### src/att_pkg.sv
// Package for the ANSI text terminal: operation codes, queue entry types,
// character constants and the SGR color table. No dependencies.
package att_pkg;

  localparam logic [3:0] OP_NOP   = 4'd0;
  localparam logic [3:0] OP_READ  = 4'd1;
  localparam logic [3:0] OP_PUT   = 4'd2;
  localparam logic [3:0] OP_BS    = 4'd3;
  localparam logic [3:0] OP_NL    = 4'd4;
  localparam logic [3:0] OP_TAB   = 4'd5;
  localparam logic [3:0] OP_SGR   = 4'd6;
  localparam logic [3:0] OP_CLEAR = 4'd7;
  localparam logic [3:0] OP_ERASE = 4'd8;
  localparam logic [3:0] OP_HOME  = 4'd9;

  localparam logic [7:0] CH_BS    = 8'h08;
  localparam logic [7:0] CH_TAB   = 8'h09;
  localparam logic [7:0] CH_NL    = 8'h0A;
  localparam logic [7:0] CH_ESC   = 8'h1B;
  localparam logic [7:0] CH_SPACE = 8'h20;
  localparam logic [7:0] CH_ZERO  = 8'h30;
  localparam logic [7:0] CH_NINE  = 8'h39;
  localparam logic [7:0] CH_SEMI  = 8'h3B;
  localparam logic [7:0] CH_LBRK  = 8'h5B;
  localparam logic [7:0] CH_H     = 8'h48;
  localparam logic [7:0] CH_J     = 8'h4A;
  localparam logic [7:0] CH_K     = 8'h4B;
  localparam logic [7:0] CH_M     = 8'h6D;

  localparam logic [7:0] ATTR_RST = 8'h07;
  localparam int QDEPTH = 4;

  typedef struct packed {
    logic       use_def;
    logic       fg_v;
    logic [2:0] fg;
    logic       bg_v;
    logic [2:0] bg;
  } sgr_t;

  typedef struct packed {
    logic [3:0]  op;
    logic [7:0]  echo;
    logic [7:0]  chr;
    logic [10:0] idx;
    logic [4:0]  hrow;
    logic [6:0]  hcol;
    sgr_t        sgr;
  } entry_t;

  function automatic logic [2:0] ansi_colour(input logic [2:0] c);
    logic [2:0] r;
    case (c)
      3'd0: r = 3'd0;
      3'd1: r = 3'd4;
      3'd2: r = 3'd2;
      3'd3: r = 3'd6;
      3'd4: r = 3'd1;
      3'd5: r = 3'd5;
      3'd6: r = 3'd3;
      default: r = 3'd7;
    endcase
    return r;
  endfunction

endpackage

### src/att_queue.sv
// Short queue of classified entries between the front and back ends.
// Depends on att_pkg.
module att_queue (
  input  logic            clk,
  input  logic            rst_n,
  input  logic            push,
  input  att_pkg::entry_t push_data,
  output logic            full,
  input  logic            pop,
  output att_pkg::entry_t head,
  output logic            empty
);
  localparam int PW = $clog2(att_pkg::QDEPTH);

  att_pkg::entry_t mem_r [att_pkg::QDEPTH];
  logic [PW-1:0]   wp_r, rp_r;
  logic [PW:0]     cnt_r;

  assign full  = (cnt_r == (PW + 1)'(att_pkg::QDEPTH));
  assign empty = (cnt_r == '0);
  assign head  = mem_r[rp_r];

  always_ff @(posedge clk) begin
    if (push) mem_r[wp_r] <= push_data;
  end

  always_ff @(posedge clk) begin
    if (!rst_n) begin
      wp_r  <= '0;
      rp_r  <= '0;
      cnt_r <= '0;
    end else begin
      if (push) wp_r <= wp_r + 1'b1;
      if (pop) rp_r <= rp_r + 1'b1;
      cnt_r <= cnt_r + (PW + 1)'(push) - (PW + 1)'(pop);
    end
  end
endmodule

### config.mk
export PLATFORM = sky130hd
export DESIGN_NAME = att_queue
export DESIGN_NICKNAME = d
export VERILOG_FILES = /design/src/att_pkg.sv /design/src/att_queue.sv
export SDC_FILE = /design/constraint.sdc
export NUM_CORES = 1
export LEC_CHECK = 0
export BUFFER_PORTS_ARGS = -buffer_cell sky130_fd_sc_hd__buf_2
export CAP_MARGIN = 20
export CORE_ASPECT_RATIO = 1.2
export CORE_MARGIN = 2
export CORE_UTILIZATION = 40
export CTS_BUF_LIST = sky130_fd_sc_hd__clkbuf_8
export CTS_CLUSTER_SIZE = 30
export DETAILED_ROUTE_END_ITERATION = 7
export PLACE_DENSITY = 0.62
export RECOVER_POWER = 50
export SYNTH_ARGS = -nofsm -noshare
export SYNTH_HDL_FRONTEND = slang
export SYNTH_SLANG_ARGS = --single-unit
### constraint.sdc
create_clock -name clk -period 3.6 [get_ports clk]
set_input_delay 0.72 -clock clk [delete_from_list [all_inputs] [get_ports clk]]
set_output_delay 0.72 -clock clk [all_outputs]
set_load 0.01 [all_outputs]
=== Yosys cells after proc, flatten, opt, wreduce, memory -nomap -nowiden ===
Memory sizes are Yosys's and may differ from the RTL's. A register that Yosys moved wholly into a read port is not among the register bits.
Cells that the tools add are included.

* Flip-flop bits (word level): 7
* Bits of input ports: 56
* Word-level logic and storage cells: 14
* Bits in writable memories: 208
* Output and inout port bits: 54
* Memories kept: 1

{| class="wikitable"
|+ Memory list
! memory !! words !! bits a word !! read ports !! clocked after Yosys merged registers in !! write ports !! line !! source
|-
| mem_r || 4 || 52 || 1 || 1 || 1 || att_queue.sv:15 || <nowiki>att_pkg::entry_t mem_r [att_pkg::QDEPTH];</nowiki>
|}

* Eq/ne operators: 1
* Reductions and logical operators: 1
* Add/subtract/negate cells: 4
* Mux-type cells: 4

{| class="wikitable"
|+ Operators by type and width
! operator !! count
|-
| 2-bit by 1-bit adder with 2-bit output (second input constant) || 2
|-
| 2-bit two-way mux || 2
|-
| 3-bit by 1-bit adder with 3-bit output || 1
|-
| 3-bit equality test (second input constant) || 1
|-
| 3-bit logical NOT || 1
|-
| 3-bit by 1-bit subtractor with 3-bit output || 1
|-
| 1-bit two-way mux || 2
|}

=== Depth between registers and ports, before layout ===
* Word-level depth: 3
* Depth in mapped cells: 7
* Depth with buffers taken out: 7

=== Least setup slack after synthesis ===
OpenSTA, ideal clock, no wires.

* Path kind: input-to-reg
* From: in push
* To: mem mem_r[0][0] (netlist bit) (enable)
* Setup time: 415 ps
* Path buffers: 0
* Stages: 1
* Slack: 1226 ps
* Data arrival time: 1959 ps
* Required time: 3185 ps
* Cells stage by stage: and2_1

* Word-level cells in the longest chain between the ends: 2

{| class="wikitable"
|+ Ends and longest elaborated chain
! element !! line !! source
|-
| start, declared || att_queue.sv:6 || <nowiki>input logic push,</nowiki>
|-
| 1-bit two-way mux || att_queue.sv:24 || <nowiki>if (push) mem_r[wp_r] <= push_data;</nowiki>
|-
| 1-bit two-way mux (not written as such) || att_queue.sv:24 ||
|-
| end, declared || att_queue.sv:15 ||
|}

Every way passes these cells.

==> results.yml <==
synthesis:
  synth_enable_flop_cells: 208
  synthArstFlopShare: 0
  syn_area_um2: 8010
  synthMostInstantiatedCell: "edfxtp_1"
  synth_seq_cells: 217
  synthTopCellsByCount: "edfxtp_1, mux4_2, dfxtp_1"
  ys_warn_count: 0
  synth_top_area_cell: "edfxtp_1"
  syn-num-nets: 378
  syn_avg_cell_area_um2: 25.4
  netlist_instances: 315
  synth_flop_cell: "edfxtp_1"
  synthTopCellsByArea: "edfxtp_1, mux4_2, dfxtp_1"
  yosysSeqAreaShare: 0.803
  ys_types: 21
  yosys.area.top_type_share: 0.780
cts:
  ctsResizeCount: 0
  clk_path_buf_depth: 3
  h-tree-depth: 2
  cts_tree: "done"
  ctsHoldBuffers: 0
  clock_latency_ns: 0.48
  numCtsBuffers: 34
  clock-sinks: 217
  root_buffer: "clkbuf_8"
  cts_setup_buffers: 0
  path_clk_slew_ns: 0.06
sta:
  fmax_mhz: 339
  post-route-min-period_ns: 2.95
  worst_hold_slack_ns: 0.475
  fin_worst_skew_ns: 0.00718
  rsz0062_at_grt: "no"
  period_share: 0.819
  slew_headroom: -0.0361
  tns_ns: 0
  finalSetupViolations: 0
  tightest_slew_ns: 1.55
  maxSlewViolCount: 38
  finalHoldViolCount: 0
worst_setup_path:
  crit_path_end_kind: "output pin"
  cpLargestDelayFamily: "flip-flops"
  cpPeakStageDelay_ns: 0.68
  cp_max_fo: 24
  cp_slowest_cell: "dfxtp_4"
  arrival_ns: 2.23
  crit_chain: "buf_4 -> mux4_2 -> buf_2"
  crit_type: "register to output pin"
  worstPathRequired_ns: 2.88
  crit_buf_inv: 2
  start_kind: "register"
placed_design:
  placed_area_um2: 8870
  port_buffers: 109
  gp_congestion: 0.752
  dp.final_hpwl_um: 8970
route:
  viasPerCell: 4.89
  wl_per_cell_um: 19.8
  vias: 3607
  ant_nets: 0
  wl_um: 14600
  drt_iter0_drc: 201
  drtPass1Iterations: 4
  drcViolationCount: 0
floorplanning:
  initial_utilization: 0.408
  io_pins: 110
  fp.dieW_um: 133
  die_h_um: 159
  dieArea_um2: 21200
  rows: 56
  coreArea_um2: 19600
hold_path:
  hold_path_class: "input pin to register"
final_layout:
  area_growth_pct: 17.0
  stdcell_area_um2: 9370
  drive_gt1_frac: 0.331
  regArea_um2: 6430
  multi_input_area_um2: 1420
  nets: 519
  nFillCells: 1671
pwr:
  p_leak_nw: 3.09
  power_mw: 5.23
  power_density_nw_per_um2: 558
  vdd_ir_drop_max_mv: 0.198
global_route:
  grt_usage: 0.140
  grt_pass1_vias: 4048
  antenna_found_initial: 2
  overflow: 0
  grt_max_degree: 35
  grt_pass1_wl_um: 22300
run_status:
  status: "complete, but fails checks"
  violations: "capacitance limit, slew limit"
job:
  cap_violations: 2
registers in the layout (all words and copies together) (netlist names), named ones only:
register  count
mem_r       208
rp_r          2
wp_r          2
cnt_r         3
worst reg2reg max path, stage by stage, from the launching register on:
cell and delay (ns):
dfxtp_1 0.35, inv_1 0.10, ha_1 0.14, and2_0 1.15, buf_12 0.34
power breakdown:
part           internal, mW  switching (mW)  total, mW  leakage (nW)
clock                 0.893           0.862       1.76         0.331
combinational         0.255           0.263      0.518         0.771
sequential             2.90          0.0555       2.96          1.99
path summary, 6_finish.rpt:
path | slack, ns | end | from | cells after the start
worst min-delay path | 0.48 | cnt_r[1] | rst_n | 2
worst max-delay path | 0.65 | head[26] | register | 3
worst min register to register | 0.53 | register | rp_r[0] | 2
worst max register to register | 1.18 | mem_r[2][5] | wp_r[0] | 4
cell families after synthesis:
family / after synthesis / share of synthesized area
AOI/OAI and AO/OA: 2 / 0.00187
xor gates and xnor gates: 3 / 0.00516
adders and majority gates: 7 / 0.0119
buffers and inverters: 19 / 0.0208
DFF: 217 / 0.802
muxes: 53 / 0.148
and+or+nand+nor: 14 / 0.00938
per-layer routing:
layer | up-vias | track usage | routed length (µm)
met3 | 34 | 0.0350 | 725
met2 | 93 | 0.249 | 7750
met1 | 1870 | 0.163 | 5730
li1 | 1608 | - | -
met4 | 2 | 0.0542 | 370
met5 | - | 0 | 10
area by class of cell:
class                           count  area share
Timing Repair Buffer              117      0.0642
Clock buffer                       35      0.0514
Tap cell                          261      0.0349
Sequential cell                   217       0.686
Antenna cell                        1    0.000267
Inverter                            7     0.00280
Clock inverter                     20     0.00868
Multi-Input combinational cell     79       0.151
stage by stage:
stage	util	std cells	setup slack (ns)
5_1_grt	0.477	736	0.478
6_report	0.478	737	0.650
3_3_place_gp	0.452	681	1.12
3_5_place_dp	0.452	681	1.07
4_1_cts	0.481	736	0.556
2_1_floorplan	-	315	1.23
cell usage in the layout, fill, tap and decap left out, drive strengths merged:
cell type / count
clkbuf: 88
mux4: 52
ha: 6
nor3: 1
fa: 1
xnor2: 2
edfxtp: 208
nor2: 5
buf: 64
xor3: 1
nand3b: 1
and3: 1
mux2i: 1
a21oi: 1
a21bo: 1
clkinvlp: 1
and2: 6
dfxtp: 9
diode: 1
clkinv: 7
inv: 19
Power figures use the tool's default switching activity.
