File: src/att_pkg.sv
// Package for the ANSI text terminal: operation codes, queue entry types,
// character constants and the SGR color table. No dependencies.
package att_pkg;

  localparam logic [3:0] OP_NOP   = 4'd0;
  localparam logic [3:0] OP_READ  = 4'd1;
  localparam logic [3:0] OP_PUT   = 4'd2;
  localparam logic [3:0] OP_BS    = 4'd3;
  localparam logic [3:0] OP_NL    = 4'd4;
  localparam logic [3:0] OP_TAB   = 4'd5;
  localparam logic [3:0] OP_SGR   = 4'd6;
  localparam logic [3:0] OP_CLEAR = 4'd7;
  localparam logic [3:0] OP_ERASE = 4'd8;
  localparam logic [3:0] OP_HOME  = 4'd9;

  localparam logic [7:0] CH_BS    = 8'h08;
  localparam logic [7:0] CH_TAB   = 8'h09;
  localparam logic [7:0] CH_NL    = 8'h0A;
  localparam logic [7:0] CH_ESC   = 8'h1B;
  localparam logic [7:0] CH_SPACE = 8'h20;
  localparam logic [7:0] CH_ZERO  = 8'h30;
  localparam logic [7:0] CH_NINE  = 8'h39;
  localparam logic [7:0] CH_SEMI  = 8'h3B;
  localparam logic [7:0] CH_LBRK  = 8'h5B;
  localparam logic [7:0] CH_H     = 8'h48;
  localparam logic [7:0] CH_J     = 8'h4A;
  localparam logic [7:0] CH_K     = 8'h4B;
  localparam logic [7:0] CH_M     = 8'h6D;

  localparam logic [7:0] ATTR_RST = 8'h07;
  localparam int QDEPTH = 4;

  typedef struct packed {
    logic       use_def;
    logic       fg_v;
    logic [2:0] fg;
    logic       bg_v;
    logic [2:0] bg;
  } sgr_t;

  typedef struct packed {
    logic [3:0]  op;
    logic [7:0]  echo;
    logic [7:0]  chr;
    logic [10:0] idx;
    logic [4:0]  hrow;
    logic [6:0]  hcol;
    sgr_t        sgr;
  } entry_t;

  function automatic logic [2:0] ansi_colour(input logic [2:0] c);
    logic [2:0] r;
    case (c)
      3'd0: r = 3'd0;
      3'd1: r = 3'd4;
      3'd2: r = 3'd2;
      3'd3: r = 3'd6;
      3'd4: r = 3'd1;
      3'd5: r = 3'd5;
      3'd6: r = 3'd3;
      default: r = 3'd7;
    endcase
    return r;
  endfunction

endpackage

File: src/att_if.sv
// Channel interfaces of the ANSI text terminal: input items and results.
// Depends on nothing.
interface att_in_if;
  logic        valid;
  logic        ready;
  logic        cmd;
  logic [7:0]  char_code;
  logic [10:0] cell_index;
  modport source (output valid, cmd, char_code, cell_index, input ready);
  modport sink (input valid, cmd, char_code, cell_index, output ready);
endinterface


File: src/att_front.sv
// Front end: accepts input items, runs the escape parser and turns each item
// into one queue entry. Depends on att_pkg and att_if.
module att_front #(
  parameter int COLS = 80,
  parameter int ROWS = 25,
  parameter int MAX_CSI_VALUES = 16
) (
  input  logic            clk,
  input  logic            rst_n,
  att_in_if.sink          in_if,
  input  logic            init_busy,
  input  logic            q_full,
  output logic            q_push,
  output att_pkg::entry_t q_data
);
  localparam int SW = $clog2(MAX_CSI_VALUES);
  localparam logic [1:0] M_NORMAL = 2'd0;
  localparam logic [1:0] M_ESC    = 2'd1;
  localparam logic [1:0] M_CSI    = 2'd2;
  localparam logic [1:0] F_ACC  = 2'd0;
  localparam logic [1:0] F_WALK = 2'd1;
  localparam logic [1:0] F_EMIT = 2'd2;

  logic [1:0]    mode_r, mode_nxt;
  logic [1:0]    fst_r, fst_nxt;
  logic [SW-1:0] slot_r, slot_nxt;
  logic [SW-1:0] cnt_r, cnt_nxt;
  logic [15:0]   csi_r [MAX_CSI_VALUES];
  logic [15:0]   csi_nxt [MAX_CSI_VALUES];
  att_pkg::sgr_t sum_r, sum_nxt;
  logic          accept;
  logic [7:0]    c;
  logic [19:0]   acc;
  logic [15:0]   p, colv, rowv;

  assign in_if.ready = (fst_r == F_ACC) && !q_full && !init_busy;
  assign accept = in_if.valid && in_if.ready;
  assign c = in_if.char_code;

  always_comb begin
    mode_nxt = mode_r;
    fst_nxt  = fst_r;
    slot_nxt = slot_r;
    cnt_nxt  = cnt_r;
    sum_nxt  = sum_r;
    for (int i = 0; i < MAX_CSI_VALUES; i++) csi_nxt[i] = csi_r[i];
    q_push = 1'b0;
    q_data = '0;
    acc = ({4'd0, csi_r[slot_r]} << 3) + ({4'd0, csi_r[slot_r]} << 1)
        + 20'(c - att_pkg::CH_ZERO);
    colv = (csi_r[1] == 16'd0) ? 16'd0 : csi_r[1] - 16'd1;
    rowv = (csi_r[0] == 16'd0) ? 16'd0 : csi_r[0] - 16'd1;
    p = csi_r[0];
    case (fst_r)
      F_ACC: begin
        if (accept) begin
          q_push = 1'b1;
          q_data.op = att_pkg::OP_NOP;
          q_data.idx = in_if.cell_index;
          q_data.chr = c;
          if (in_if.cmd) begin
            q_data.op = att_pkg::OP_READ;
          end else begin
            case (mode_r)
              M_NORMAL: begin
                if (c == att_pkg::CH_ESC) begin
                  mode_nxt = M_ESC;
                end else begin
                  q_data.echo = c;
                  if (c == att_pkg::CH_BS) q_data.op = att_pkg::OP_BS;
                  else if (c == att_pkg::CH_NL) q_data.op = att_pkg::OP_NL;
                  else if (c == att_pkg::CH_TAB) q_data.op = att_pkg::OP_TAB;
                  else if (c >= att_pkg::CH_SPACE) q_data.op = att_pkg::OP_PUT;
                end
              end
              M_ESC: begin
                mode_nxt = (c == att_pkg::CH_LBRK) ? M_CSI : M_NORMAL;
              end
              default: begin
                if (c >= att_pkg::CH_ZERO && c <= att_pkg::CH_NINE) begin
                  csi_nxt[slot_r] = (acc > 20'd65535) ? 16'hFFFF : acc[15:0];
                end else if (c == att_pkg::CH_SEMI) begin
                  if (32'(slot_r) + 1 < MAX_CSI_VALUES) slot_nxt = slot_r + 1'b1;
                end else begin
                  mode_nxt = M_NORMAL;
                  slot_nxt = '0;
                  if (c == att_pkg::CH_M) begin
                    q_push = 1'b0;
                    fst_nxt = F_WALK;
                    cnt_nxt = slot_r;
                    sum_nxt = '0;
                  end else begin
                    for (int i = 0; i < MAX_CSI_VALUES; i++) csi_nxt[i] = 16'd0;
                    if (c == att_pkg::CH_J && csi_r[0] == 16'd2) begin
                      q_data.op = att_pkg::OP_CLEAR;
                    end else if (c == att_pkg::CH_K && csi_r[0] == 16'd0) begin
                      q_data.op = att_pkg::OP_ERASE;
                    end else if (c == att_pkg::CH_H) begin
                      q_data.op = att_pkg::OP_HOME;
                      q_data.hcol = (colv > 16'(COLS - 1)) ? 7'(COLS - 1) : colv[6:0];
                      q_data.hrow = (rowv > 16'(ROWS - 1)) ? 5'(ROWS - 1) : rowv[4:0];
                    end
                  end
                end
              end
            endcase
          end
        end
      end
      F_WALK: begin
        if (p == 16'd0) begin
          sum_nxt = '0;
          sum_nxt.use_def = 1'b1;
        end else if (p >= 16'd30 && p <= 16'd37) begin
          sum_nxt.fg_v = 1'b1;
          sum_nxt.fg = att_pkg::ansi_colour(p[2:0] - 3'd6);
        end else if (p >= 16'd40 && p <= 16'd47) begin
          sum_nxt.bg_v = 1'b1;
          sum_nxt.bg = att_pkg::ansi_colour(p[2:0]);
        end
        for (int i = 0; i < MAX_CSI_VALUES - 1; i++) csi_nxt[i] = csi_r[i + 1];
        csi_nxt[MAX_CSI_VALUES - 1] = 16'd0;
        if (cnt_r == '0) fst_nxt = F_EMIT;
        else cnt_nxt = cnt_r - 1'b1;
      end
      default: begin
        if (!q_full) begin
          q_push = 1'b1;
          q_data.op = att_pkg::OP_SGR;
          q_data.sgr = sum_r;
          fst_nxt = F_ACC;
        end
      end
    endcase
  end

  always_ff @(posedge clk) begin
    if (!rst_n) begin
      mode_r <= M_NORMAL;
      fst_r  <= F_ACC;
      slot_r <= '0;
      cnt_r  <= '0;
      sum_r  <= '0;
      for (int i = 0; i < MAX_CSI_VALUES; i++) csi_r[i] <= 16'd0;
    end else begin
      mode_r <= mode_nxt;
      fst_r  <= fst_nxt;
      slot_r <= slot_nxt;
      cnt_r  <= cnt_nxt;
      sum_r  <= sum_nxt;
      for (int i = 0; i < MAX_CSI_VALUES; i++) csi_r[i] <= csi_nxt[i];
    end
  end
endmodule

File: src/flat_wrapper.sv
// flat-port wrapper written by rule: the top's interface ports become plain ports
module att_front_flat 
#(
  parameter int COLS = 80,
  parameter int ROWS = 25,
  parameter int MAX_CSI_VALUES = 16
)
  (clk, rst_n, init_busy, q_full, q_push, q_data, in_if_valid, in_if_cmd, in_if_char_code, in_if_cell_index, in_if_ready);
  att_in_if in_if_i ();
  input  logic clk;
  input  logic rst_n;
  input  logic init_busy;
  input  logic q_full;
  output logic q_push;
  output att_pkg::entry_t q_data;
  input wire logic [$bits(in_if_i.valid)-1:0] in_if_valid;
  input wire logic [$bits(in_if_i.cmd)-1:0] in_if_cmd;
  input wire logic [$bits(in_if_i.char_code)-1:0] in_if_char_code;
  input wire logic [$bits(in_if_i.cell_index)-1:0] in_if_cell_index;
  output wire logic [$bits(in_if_i.ready)-1:0] in_if_ready;
  assign in_if_i.valid = in_if_valid;
  assign in_if_i.cmd = in_if_cmd;
  assign in_if_i.char_code = in_if_char_code;
  assign in_if_i.cell_index = in_if_cell_index;
  assign in_if_ready = in_if_i.ready;
  att_front #(.COLS(COLS), .ROWS(ROWS), .MAX_CSI_VALUES(MAX_CSI_VALUES)) u_core (.clk(clk), .rst_n(rst_n), .in_if(in_if_i), .init_busy(init_busy), .q_full(q_full), .q_push(q_push), .q_data(q_data));
endmodule
File: config.mk
export PLATFORM = sky130hd
export DESIGN_NAME = att_front_flat
export DESIGN_NICKNAME = d
export VERILOG_FILES = /design/src/att_pkg.sv /design/src/att_if.sv /design/src/att_front.sv /design/src/flat_wrapper.sv
export SDC_FILE = /design/constraint.sdc
export NUM_CORES = 1
export LEC_CHECK = 0
export BUFFER_PORTS_ARGS = -buffer_cell sky130_fd_sc_hd__buf_4
export CAP_MARGIN = 10
export CELL_PAD_IN_SITES_DETAIL_PLACEMENT = 1
export CELL_PAD_IN_SITES_GLOBAL_PLACEMENT = 1
export CORE_ASPECT_RATIO = 1.4
export CORE_MARGIN = 5
export CORE_UTILIZATION = 45
export DETAILED_ROUTE_END_ITERATION = 7
export PLACE_DENSITY_LB_ADDON = 0.1
export REMOVE_ABC_BUFFERS = 1
export SLEW_MARGIN = 20
export SYNTH_ARGS = -nofsm -noshare
export SYNTH_HDL_FRONTEND = slang
export SYNTH_SLANG_ARGS = --single-unit
File: constraint.sdc
create_clock -name clk -period 7.5 [get_ports clk]
set_input_delay 0.75 -clock clk [delete_from_list [all_inputs] [get_ports clk]]
set_output_delay 0.75 -clock clk [all_outputs]
set_load 0.01 [all_outputs]
After elaboration in Yosys (flattened, before gate mapping). Memories as Yosys holds them, arrays and structs flattened. A register that Yosys moved wholly into a read port is not among the register bits. Index checks and enable logic that the tools add are counted.

Flip-flop bits (word level): 21. Bits in latches: 0. RAM bits: 256. Bits in read-only memories: 0. Logic and storage cells: 232. Memories: 1.

Add/sub/neg operators: 9. $mul: 0. Div/mod/pow operators: 0. Order comparisons: 13. Equality and inequality tests: 42. Shift operators: 0. Multiplexer cells: 110. Bitwise operators: 20. Reductions and logical operators: 28.

Memory list: u_core.csi_r (words 16, bits a word 16, rd ports 17, clocked after memory_dff 1, write ports 16, RTL line att_front.sv:28) `logic [15:0] csi_r [MAX_CSI_VALUES];`.

Operators with widths (count): $mux W256 (6); $pmux W256 S2 (1); $mux W16 (20); $bwmux W256 (1); $mux W12 (9); $mux W4 (24); $mux W9 (8); $demux W16 S4 (1); $mux W43 (1); $pmux W3 S7 (2); $eq A8 B7 Y1 const B (5); $mux W39 (1); $le A16 B6 Y1 const B (2); $logic_not A16 Y1 (2); $lt A32 B5 Y1 const B (1); $reduce_and A8 Y1 (4); $sub A16 B1 Y16 const B (2); $mux W2 (13); $eq A8 B4 Y1 const B (3); $mux W8 (3); $pmux W4 S2 (3); $add A19 B17 Y20 (1); $add A20 B20 Y20 (1); $gt A20 B16 Y1 const B (1); other kinds (44) (107).

Depth between registers and ports, before layout. Gate-level depths: netlist (run 1). An unclocked memory read counts as a cell.

Depth after elaboration: 15. Mapped depth: 19. Mapped depth without buffers: 13.

Least setup slack after synthesis (run 1). Ideal clock, no wire load.

Path type: register to register. From: register (tool-made name). To: memory u_core.csi_r[1][5]. Setup time: 121 ps. Arrival: 5424 ps. Slack: 1955 ps. Stages on the path, launching flop included: 19. Path through: dfxtp_1 > clkbuf_1 > buf_1 > clkbuf_1 > mux4_2 > mux4_2 > fa_1 > ha_1 > buf_6 > a211oi_2 > nor2_1 > or3_1 > o21ai_1 > or3b_1 > buf_6 > buf_8 > nor4_4 > buf_6 > o21ai_2.

RTL lines (RTL line): end: declaration (att_front.sv:28).

==> impl_metrics.yaml, run 1 <==
drt:
  via_per_inst: 6.71
  dr.first_iter.drc_count: 1126
  wl_per_cell_um: 27.6
  ant_nets: 0
  first_pass_iters: 5
  drt-total-wl_mm: 55.6
  drcViolationCount: 0
  dr_total_vias: 13524
synth:
  postSynth.asyncResetShare_pct: 0
  yosys_warnings: 0
  synth.cell_area_mm2: 0.0151
  ys_types: 72
  yosysTopAreaCell: "dfxtp_1"
  synth_area_per_cell_um2: 9.85
  synthCells: 1536
  ys_seq_area_share_pct: 37.2
  yosysTopAreaCellShare_pct: 37.2
  synth_area_leaders: "dfxtp_1 37%, a22oi_1 12%, mux4_2 12%"
  ys_seq_elements: 281
  synthFlopType: "dfxtp_1"
  synth_edf_count: 0
timing:
  relSlewSlack_pct: 17.0
  slew_viol_final: 0
  post-route-period-util_pct: 79.8
  setup_violations: 0
  hold_viol: 0
  rsz0062_at_grt: "no"
  finalCriticalPeriod_ns: 5.99
  tightest_slew_ns: 1.24
  worst_slack_ns: 1.51
  skew_ns: 0.0259
  fmax_mhz: 167
layout:
  layout_commonest_cell: "dfxtp_1"
  area_delta_synth_final_pct: 12.9
  nets: 1630
  final_cell_mix: "277 x dfxtp_1, 242 x a22oi_1, 178 x o21ai_0, 111 x buf_4, 83 x o21ai_1"
  layout-drive-gt1-share_pct: 19.0
  n_fill_cell: 3698
  diodes: 0
global_route:
  use_met1_pct: 35.2
  grt_antenna_before_repair: 0
  grt_pass1_wl_mm: 84.5
  gr-total-overflow: 0
  met3_usage_pct: 4.29
  grt_most_used_layer: "met2"
  grt_max_degree: 90
  gr-usage-all-layers_pct: 29.4
  grt_util_met2_pct: 51.2
  grt_pass1_vias: 13933
power:
  power_density_mw_per_mm2: 195
  clockPowerShare_pct: 48.7
  p_total_mw: 3.33
  leakage_nw: 6.17
  seqPwrFrac_pct: 44.7
  max-vdd-ir-drop_mv: 0.174
  swShare_pct: 24.5
  p_int_mw: 2.52
  switchingPower_mw: 0.815
  comb_power_share_pct: 6.5
cts:
  cts_buffer_depth: 3
  post_cts_resized: 0
  cts_hold_buf: 0
  cts.sinks: 281
  cts_tree: "done"
  htreeDepth: 1
  root_buffer: "clkbuf_16"
  clk_latency_ns: 0.58
  cts_buffers: 29
  post-cts-setup-buffers: 0
  clkTransAtPathRegs_ns: 0.07
critical_path:
  criticalPathCategory: "register to register"
  cp-end-kind: "register"
  r2r_cells: 13
  start_kind: "register"
  critPathRequiredTime_ns: 7.92
  regToRegSetupSlack_ns: 1.51
  reg2reg_to: "u_core.csi_r[10][8]"
  cp.arrival_ns: 6.41
  path_max_fanout: 33
place:
  dp_hpwl_mm: 36.5
  port_buffers: 78
  gp_congestion: 0.900
  post-place-ws_ns: 1.57
flow_run:
  drv_cap: 0
min_path:
  worst_hold_path_type: "register to register"
  holdPathEnd: "u_core.sum_r[5]"
  hp-start: "u_core.sum_r[5]"
  hold-path-cell-count: 2
floorplanning:
  die_width_um: 165
  die-area_mm2: 0.0374
  initial_core_util_pct: 45.5
  io_pins: 79
  core_mm2: 0.0332
  fp.dieH_um: 227
  row_count: 79
run_status:
  outcome: "complete, no violations"
## synthesized netlist by cell type (all sizes together) (4+ instances only)
| cell type | instances |
|---|---|
| buf | 45 |
| nor4 | 31 |
| xnor2 | 19 |
| nor2 | 45 |
| a21o | 6 |
| clkbuf | 86 |
| xor2 | 8 |
| a31oi | 7 |
| mux4 | 80 |
| nand2b | 7 |
| a21oi | 41 |
| nor2b | 10 |
| nor3 | 17 |
| o31ai | 6 |
| a211o | 5 |
| inv | 37 |
| a21boi | 4 |
| a221oi | 6 |
| nand3 | 22 |
| a211oi | 5 |
| o211ai | 6 |
| fa | 15 |
| a22oi | 242 |
| ha | 41 |
| dfxtp | 281 |
| and2 | 36 |
| and3 | 22 |
| nand2 | 53 |
| nand4 | 8 |
| o21ai | 283 |
| o2bb2ai | 12 |
| or3 | 9 |
## sequential cells by signal (all words and copies together), names as in the netlist, named ones only
register,flops
u_core.fst_r,2
u_core.sum_r,9
u_core.csi_r,256
u_core.cnt_r,4
u_core.slot_r,4
u_core.mode_r,2
## through the flow
step | cell area [um2] | util (%) | TNS (ns) | instances | hold WS (ns)
after global routing | 17100 | 51.4 | 0 | 2017 | 0.501
after CTS | 17100 | 51.4 | 0 | 2017 | 0.464
final | 17100 | 51.4 | 0 | 2017 | 0.461
after floorplan | 14500 | - | -441.17 | 1405 | 0.431
after detailed placement | 16000 | 48.2 | 0 | 1963 | 0.456
after global placement | 16000 | 48.2 | 0 | 1963 | 0.441
## area by class of cell
cell class              instances  area, um2  share of cell area, %
clock buffers                  37        806                   4.72
inverters                      37        139                  0.814
flip-flops and latches        281       5640                   33.0
multi-input cells            1087       8800                   51.6
repair buffers                113        873                   5.12
clock inverters                17        258                   1.51
well taps                     445        557                   3.26
## cells by family (layout without fill, tap and decap cells)
family | Yosys count | count (layout) | share of synthesized area, %
buf+inv | 168 | 204 | 5.06
mux | 81 | 81 | 12.0
simple gates | 278 | 278 | 11.1
flops | 281 | 281 | 37.2
fa+ha+maj | 56 | 56 | 5.38
compound gates | 645 | 645 | 27.6
xor+xnor | 27 | 27 | 1.61
## worst max-delay path by stage
stage,startpoint,endpoint,slack (ns),cells past startpoint
2_1_floorplan,rst_n,u_core.csi_r[0][5],-1.95,4
3_3_place_gp,register,u_core.csi_r[10][2],1.52,13
3_5_place_dp,register,u_core.csi_r[12][4],1.57,13
4_1_cts,register,u_core.csi_r[11][6],1.52,13
5_1_grt,register,u_core.csi_r[8][10],1.20,13
6_report,register,u_core.csi_r[10][8],1.51,13
## power groups by stage
stage / clock network (mW) / registers, mW / logic, mW
finish: 1.62 / 1.49 / 0.217
global route: 1.70 / 1.49 / 0.229
CTS: 1.65 / 1.49 / 0.215
detailed placement: 0 / 1.52 / 0.215
global placement: 0 / 1.52 / 0.211
floorplan: 0 / 1.53 / 0.108
## layer usage
metal  vias to the layer above  share of wire [%]
met1                      6900                 39
met3                       168                6.3
li1                       5961                  -
met2                       495                 49
met4                         0                6.1
met5                         -                  0
## worst max-delay path, cell delays in order, from the launching register on
cell and delay [ns]:
dfxtp_4 0.78, buf_12 0.33, mux4_2 0.53, mux4_2 0.56, fa_1 0.50, ha_1 0.46, a211oi_2 0.32, nor2_1 0.09
or3_1 0.40, o21ai_1 0.11, or3b_1 0.35, buf_4 0.26, nor4_4 0.86, o21ai_0 0.24
No activity file was read; power rests on OpenSTA's default activity.
==> run 2: changes to the inputs <==
Settings changed: CORE_UTILIZATION 45 to 44.
Clock period 7.5 ns to 5 ns, I/O delays scaled along.
==> run 2 against run 1 <==
Net effect:
- via count grew 2.6%
- maximum frequency is 19% higher
- clock skew fell by 0.015 ns
- non-clock buffer count rose by 65
- combinational power increased by 91%
- clock power up 41%
- largest cell class unchanged
- total power grew 48%
- count of clock-buffer cells in the layout up 1
- global-route usage shrank 1.0 points
- the run now ends with negative setup slack left
==> impl_metrics.yaml, run 2 (synthesized netlist as in run 1, its figures left out) <==
cts:
  cts_buffers: 29
  root_buffer: "clkbuf_16"
  cts_tree: "done"
  cts_buffer_depth: 3
  clkTransAtPathRegs_ns: 0.07
  cts.sinks: 281
  clk_latency_ns: 0.56
  htreeDepth: 1
  cts_hold_buf: 0
drt:
  ant_nets: 0
  first_pass_iters: 6
  dr_total_vias: 13882
  dr.first_iter.drc_count: 1340
  dr.max_layer_used: "met4"
  wl_met3_mm: 3.67
  drcViolationCount: 0
  via_per_inst: 6.65
  wl_per_cell_um: 27.6
  wl_met2_mm: 27.9
  met1Wirelength_mm: 22.4
  drt-total-wl_mm: 57.5
critical_path:
  critPathRequiredTime_ns: 5.41
  path_depth: 16
  r2r_cells: 16
  path_max_fanout: 8
  criticalPathCategory: "register to register"
  crit_top_cell: "mux4_2"
  crit_family: "multiplexers"
  slowest_delay_ns: 0.63
  start_kind: "register"
  cp-end-kind: "register"
  cp.arrival_ns: 5.44
  worstPathCellList: "buf_6 -> buf_16 -> mux4_2 -> mux4_2 -> fa_2 -> ha_4 -> a211o_1 -> a21o_1 -> o211a_1 -> o21ai_1 -> or3b_4 -> buf_12 -> nor4_4 -> buf_4 -> clkbuf_16 -> o21ai_2"
  crit_slowest_cell: "fa_2"
  cp_num_buf_inv: 5
layout:
  area_delta_synth_final_pct: 19.6
  n_fill_cell: 3772
  top_register: "u_core.csi_r"
  final_cell_mix: "279 x dfxtp_1, 242 x a22oi_1, 142 x buf_4, 126 x o21ai_1, 112 x o21ai_0"
  final_core_util_pct: 53.2
  diodes: 0
  largest_reg_flops: 256
  layout-drive-gt1-share_pct: 24.3
  reg_top3: "u_core.csi_r: 256 flops, u_core.sum_r: 9 flops"
  nets: 1695
  design_area_mm2: 0.0181
  layout_commonest_cell: "dfxtp_1"
floorplanning:
  row_count: 80
  io_pins: 79
  initial_core_util_pct: 44.4
  die-area_mm2: 0.0382
  core_mm2: 0.0340
  fp.dieH_um: 229
  die_width_um: 167
place:
  port_buffers: 78
  post-place-ws_ns: 0.0618
  gp_congestion: 0.879
  dp_hpwl_mm: 37.1
  placed_area_mm2: 0.0166
timing:
  setup_violations: 16
  tightest_slew_ns: 1.25
  finalCriticalPeriod_ns: 5.03
  worst_slack_ns: -0.0276
  hold_viol: 0
  rsz0062_at_grt: "yes"
  skew_ns: 0.0111
  slew_viol_final: 0
  fmax_mhz: 199
  post-route-period-util_pct: 101
  relSlewSlack_pct: 16.3
global_route:
  grt_pass1_wl_mm: 85.4
  grt_max_degree: 84
  gr-usage-all-layers_pct: 28.4
  grt_antenna_before_repair: 0
  gr-total-overflow: 0
  grt_pass1_vias: 13845
run_status:
  violations: "negative setup slack"
  outcome: "complete, but fails checks"
flow_run:
  drv_cap: 0
power:
  power_density_mw_per_mm2: 273
  max-vdd-ir-drop_mv: 0.236
  p_total_mw: 4.94
  leakage_nw: 6.67
min_path:
  worst_hold_path_type: "input port to register"
  hold-path-cell-count: 2
==> run 2: cell count changes in the layout (fill, tap and decap cells not counted), sizes merged <==
cell	before	now
clkinv	5	9
inv	40	37
clkinvlp	3	2
clkbuf	37	44
bufinv	6	4
buf	113	172
==> run 2: metal layers <==
metal,up-vias,track usage (%)
li1,6114,-
met1,6990,35.1
met2,586,48.8
met3,192,4.31
met4,0,13.4
met5,-,0
==> run 2: worst reg2reg max path: cells and delay by family, from the launching register on <==
| kind | cells | cell delay (ns) |
|---|---|---|
| fa+ha+maj | 2 | 0.84 |
| buf+inv | 5 | 0.84 |
| compound gates | 5 | 0.98 |
| mux | 2 | 1.11 |
| flops | 1 | 0.39 |
| simple gates | 2 | 0.73 |
==> run 2: worst paths after layout <==
| path | start | slack [ns] | to |
|---|---|---|---|
| setup / recovery | register | -0.03 | u_core.csi_r[6][8] |
| hold / removal | rst_n | 0.28 | u_core.sum_r[8] |
| setup reg to reg | register | -0.03 | u_core.csi_r[6][8] |
| hold reg to reg | u_core.sum_r[5] | 0.45 | u_core.sum_r[5] |
==> run 2: what timing repair did <==
| action | in CTS | in global routing |
|---|---|---|
| resized for setup | 0 | 118 |
| setup endpoints to repair | 0 | 256 |
| buffers inserted | 0 | 22 |
==> run 2: power by group <==
part / total, mW / switching (mW) / internal (mW)
clock network: 2.29 / 0.947 / 1.34
registers: 2.24 / 0.00000329 / 2.24
logic: 0.414 / 0.269 / 0.145
total: 4.94 / 1.22 / 3.73
==> run 2: area by class of cell <==
| cell class | count | area [um2] | area share, % |
|---|---|---|---|
| sequential | 281 | 5630 | 31.1 |
| inverter | 37 | 139 | 0.768 |
| clock buffer | 38 | 810 | 4.48 |
| tap | 451 | 564 | 3.12 |
| multi-input combinational | 1087 | 8970 | 49.6 |
| clock inverter | 15 | 184 | 1.02 |
| timing repair buffer | 178 | 1790 | 9.89 |
==> run 2: stage by stage <==
step | cells | hold WS (ns) | setup TNS (ns)
finish | 2087 | 0.282 | -0.188
global route | 2087 | 0.285 | -5.74
CTS | 2059 | 0.273 | 0
detailed placement | 2006 | 0.449 | 0
global placement | 2006 | 0.442 | 0
floorplan | 1405 | 0.431 | -1034.34
==> run 3: changes to the inputs <==
Settings changed: REMOVE_ABC_BUFFERS 1 to unset.
==> run 3 against run 2 <==
Net effect:
- the flow still finishes with violations (negative setup slack)
- via count is 2.0% lower
- clock power hardly changed
- clock skew is 0.00065 ns higher
- global-route usage is 2.7 points lower
- cell count is 0.96% higher
- register-to-register slack worse by 0.03 ns
- routed wire length is 6.9% lower
- sequential share of layout area is 0.46 points lower
- non-clock buffer count is 19 higher
- maximum frequency is 0.65% lower
- worst setup slack worse by 0.033 ns
- critical path type unchanged
==> impl_metrics.yaml, run 3 (synthesized netlist as in run 1, its figures left out) <==
cts:
  clk_latency_ns: 0.57
  htreeDepth: 1
  root_buffer: "clkbuf_16"
  cts_hold_buf: 0
  cts.sinks: 281
  clkTransAtPathRegs_ns: 0.06
  cts_buffers: 29
  cts_tree: "done"
  cts_buffer_depth: 3
drt:
  drcViolationCount: 0
  via_per_inst: 6.46
  first_pass_iters: 7
  wl_per_cell_um: 25.4
  ant_nets: 0
  drt-total-wl_mm: 53.5
  dr.first_iter.drc_count: 1051
  dr_total_vias: 13610
timing:
  fmax_mhz: 198
  hold_viol: 0
  rsz0062_at_grt: "yes"
  post-route-period-util_pct: 101
  skew_ns: 0.0118
  setup_violations: 26
  tightest_slew_ns: 1.01
  finalCriticalPeriod_ns: 5.06
  worst_slack_ns: -0.0604
  relSlewSlack_pct: 32.2
  slew_viol_final: 0
floorplanning:
  core_mm2: 0.0340
  fp.dieH_um: 229
  row_count: 80
  die-area_mm2: 0.0382
  die_width_um: 167
  io_pins: 79
  initial_core_util_pct: 44.4
critical_path:
  worstPathCellList: "buf_12 -> buf_12 -> buf_6 -> clkbuf_16 -> mux4_2 -> mux4_2 -> fa_1 -> ha_4 -> nand4_1 -> nor2_1 -> or3_4 -> o21ai_2 -> or3b_4 -> buf_12 -> nor4_4 -> buf_6 -> clkbuf_16 -> o21ai_1"
  critPathRequiredTime_ns: 5.42
  slowest_delay_ns: 0.58
  crit_family: "simple AND/OR/NAND/NOR gates"
  crit_top_cell: "buf_12"
  criticalPathCategory: "register to register"
  path_max_fanout: 8
  cp-end-kind: "register"
  cp_num_buf_inv: 7
  cp.arrival_ns: 5.48
  crit_slowest_cell: "fa_1"
  start_kind: "register"
power:
  max-vdd-ir-drop_mv: 0.296
  power_density_mw_per_mm2: 269
  p_total_mw: 4.95
  leakage_nw: 6.76
layout:
  diodes: 0
  final_cell_mix: "279 x dfxtp_1, 242 x a22oi_1, 149 x buf_4, 132 x o21ai_1, 127 x o21ai_0"
  multi_input_area_mm2: 0.00899
  regArea_mm2: 0.00563
  largest_reg_flops: 256
  top_register: "u_core.csi_r"
  layout-drive-gt1-share_pct: 24.6
  nets: 1714
  layout_commonest_cell: "dfxtp_1"
  final_cells: 2107
  area_delta_synth_final_pct: 21.4
  n_fill_cell: 3689
  reg_top3: "u_core.csi_r: 256 flops, u_core.sum_r: 9 flops"
global_route:
  gr-total-overflow: 0
  gr-usage-all-layers_pct: 25.7
  grt_pass1_vias: 13855
  grt_pass1_wl_mm: 80.5
  grt_max_degree: 108
  grt_antenna_before_repair: 0
min_path:
  worst_hold_path_type: "input port to register"
place:
  place_inst: 2012
  gp_congestion: 0.869
  port_buffers: 78
  dp_hpwl_mm: 36.9
flow_run:
  drv_cap: 0
run_status:
  violations: "negative setup slack"
  outcome: "complete, but fails checks"
synth:
  syn_nets: 1617
[run 3: final timing paths]
| kind | from | to | depth (start not counted) | slack [ns] |
|---|---|---|---|---|
| max | register | u_core.csi_r[2][7] | 18 | -0.06 |
| min | rst_n | u_core.sum_r[8] | 2 | 0.29 |
| max reg2reg | register | u_core.csi_r[2][7] | 18 | -0.06 |
| min reg2reg | u_core.sum_r[6] | u_core.sum_r[6] | 2 | 0.46 |
[run 3: final cells by class]
type	instances	area share, %
multi-input cells	1087	48.9
flip-flops and latches	281	30.7
repair buffers	197	11.0
clock buffers	37	4.50
well taps	451	3.07
clock inverters	17	1.01
inverters	37	0.756
[run 3: routing by layer]
layer	up-vias	part of all wire (%)	global-route usage [%]	wire [um]
li1	6153	-	-	-
met4	0	2.4	6.47	1300
met5	-	0	0	0
met1	6951	41	32.0	22200
met2	415	51	47.1	27400
met3	91	4.9	3.23	2630
[run 3: through the flow]
stage	TNS (ns)	utilization [%]	worst slack, ns	area [um2]	hold slack [ns]
6_report	-0.542	53.9	-0.0604	18400	0.288
5_1_grt	-11.60	53.9	-0.144	18400	0.293
4_1_cts	0	51.6	0.0218	17600	0.271
3_5_place_dp	-0.0961	48.6	-0.0250	16600	0.450
3_3_place_gp	0	48.6	0.145	16600	0.444
2_1_floorplan	0	-	0.0306	15100	0.431
[run 3: report_power, final]
part	internal [mW]	switching (mW)	total (mW)
sequential	2.24	0.00000308	2.24
combinational	0.164	0.255	0.419
clock	1.33	0.965	2.29
total	3.73	1.22	4.95
[run 3: worst reg2reg max path: cells and delay by family (launching register included)]
| kind | cells | cell delay (ns) |
|---|---|---|
| flops | 1 | 0.36 |
| mux | 2 | 1.12 |
| simple gates | 5 | 1.36 |
| fa+ha+maj | 2 | 0.82 |
| compound gates | 2 | 0.22 |
| buf+inv | 7 | 1.04 |
[run 3: what timing repair did]
| item | 4_1_cts | 5_1_grt |
|---|---|---|
| pin swaps | 0 | 34 |
| endpoints found under the hold margin | 0 | 0 |
| cloned | 0 | 12 |
| buffers inserted | 0 | 29 |
| endpoints found under the setup margin | 6 | 235 |
| resized for setup | 3 | 113 |
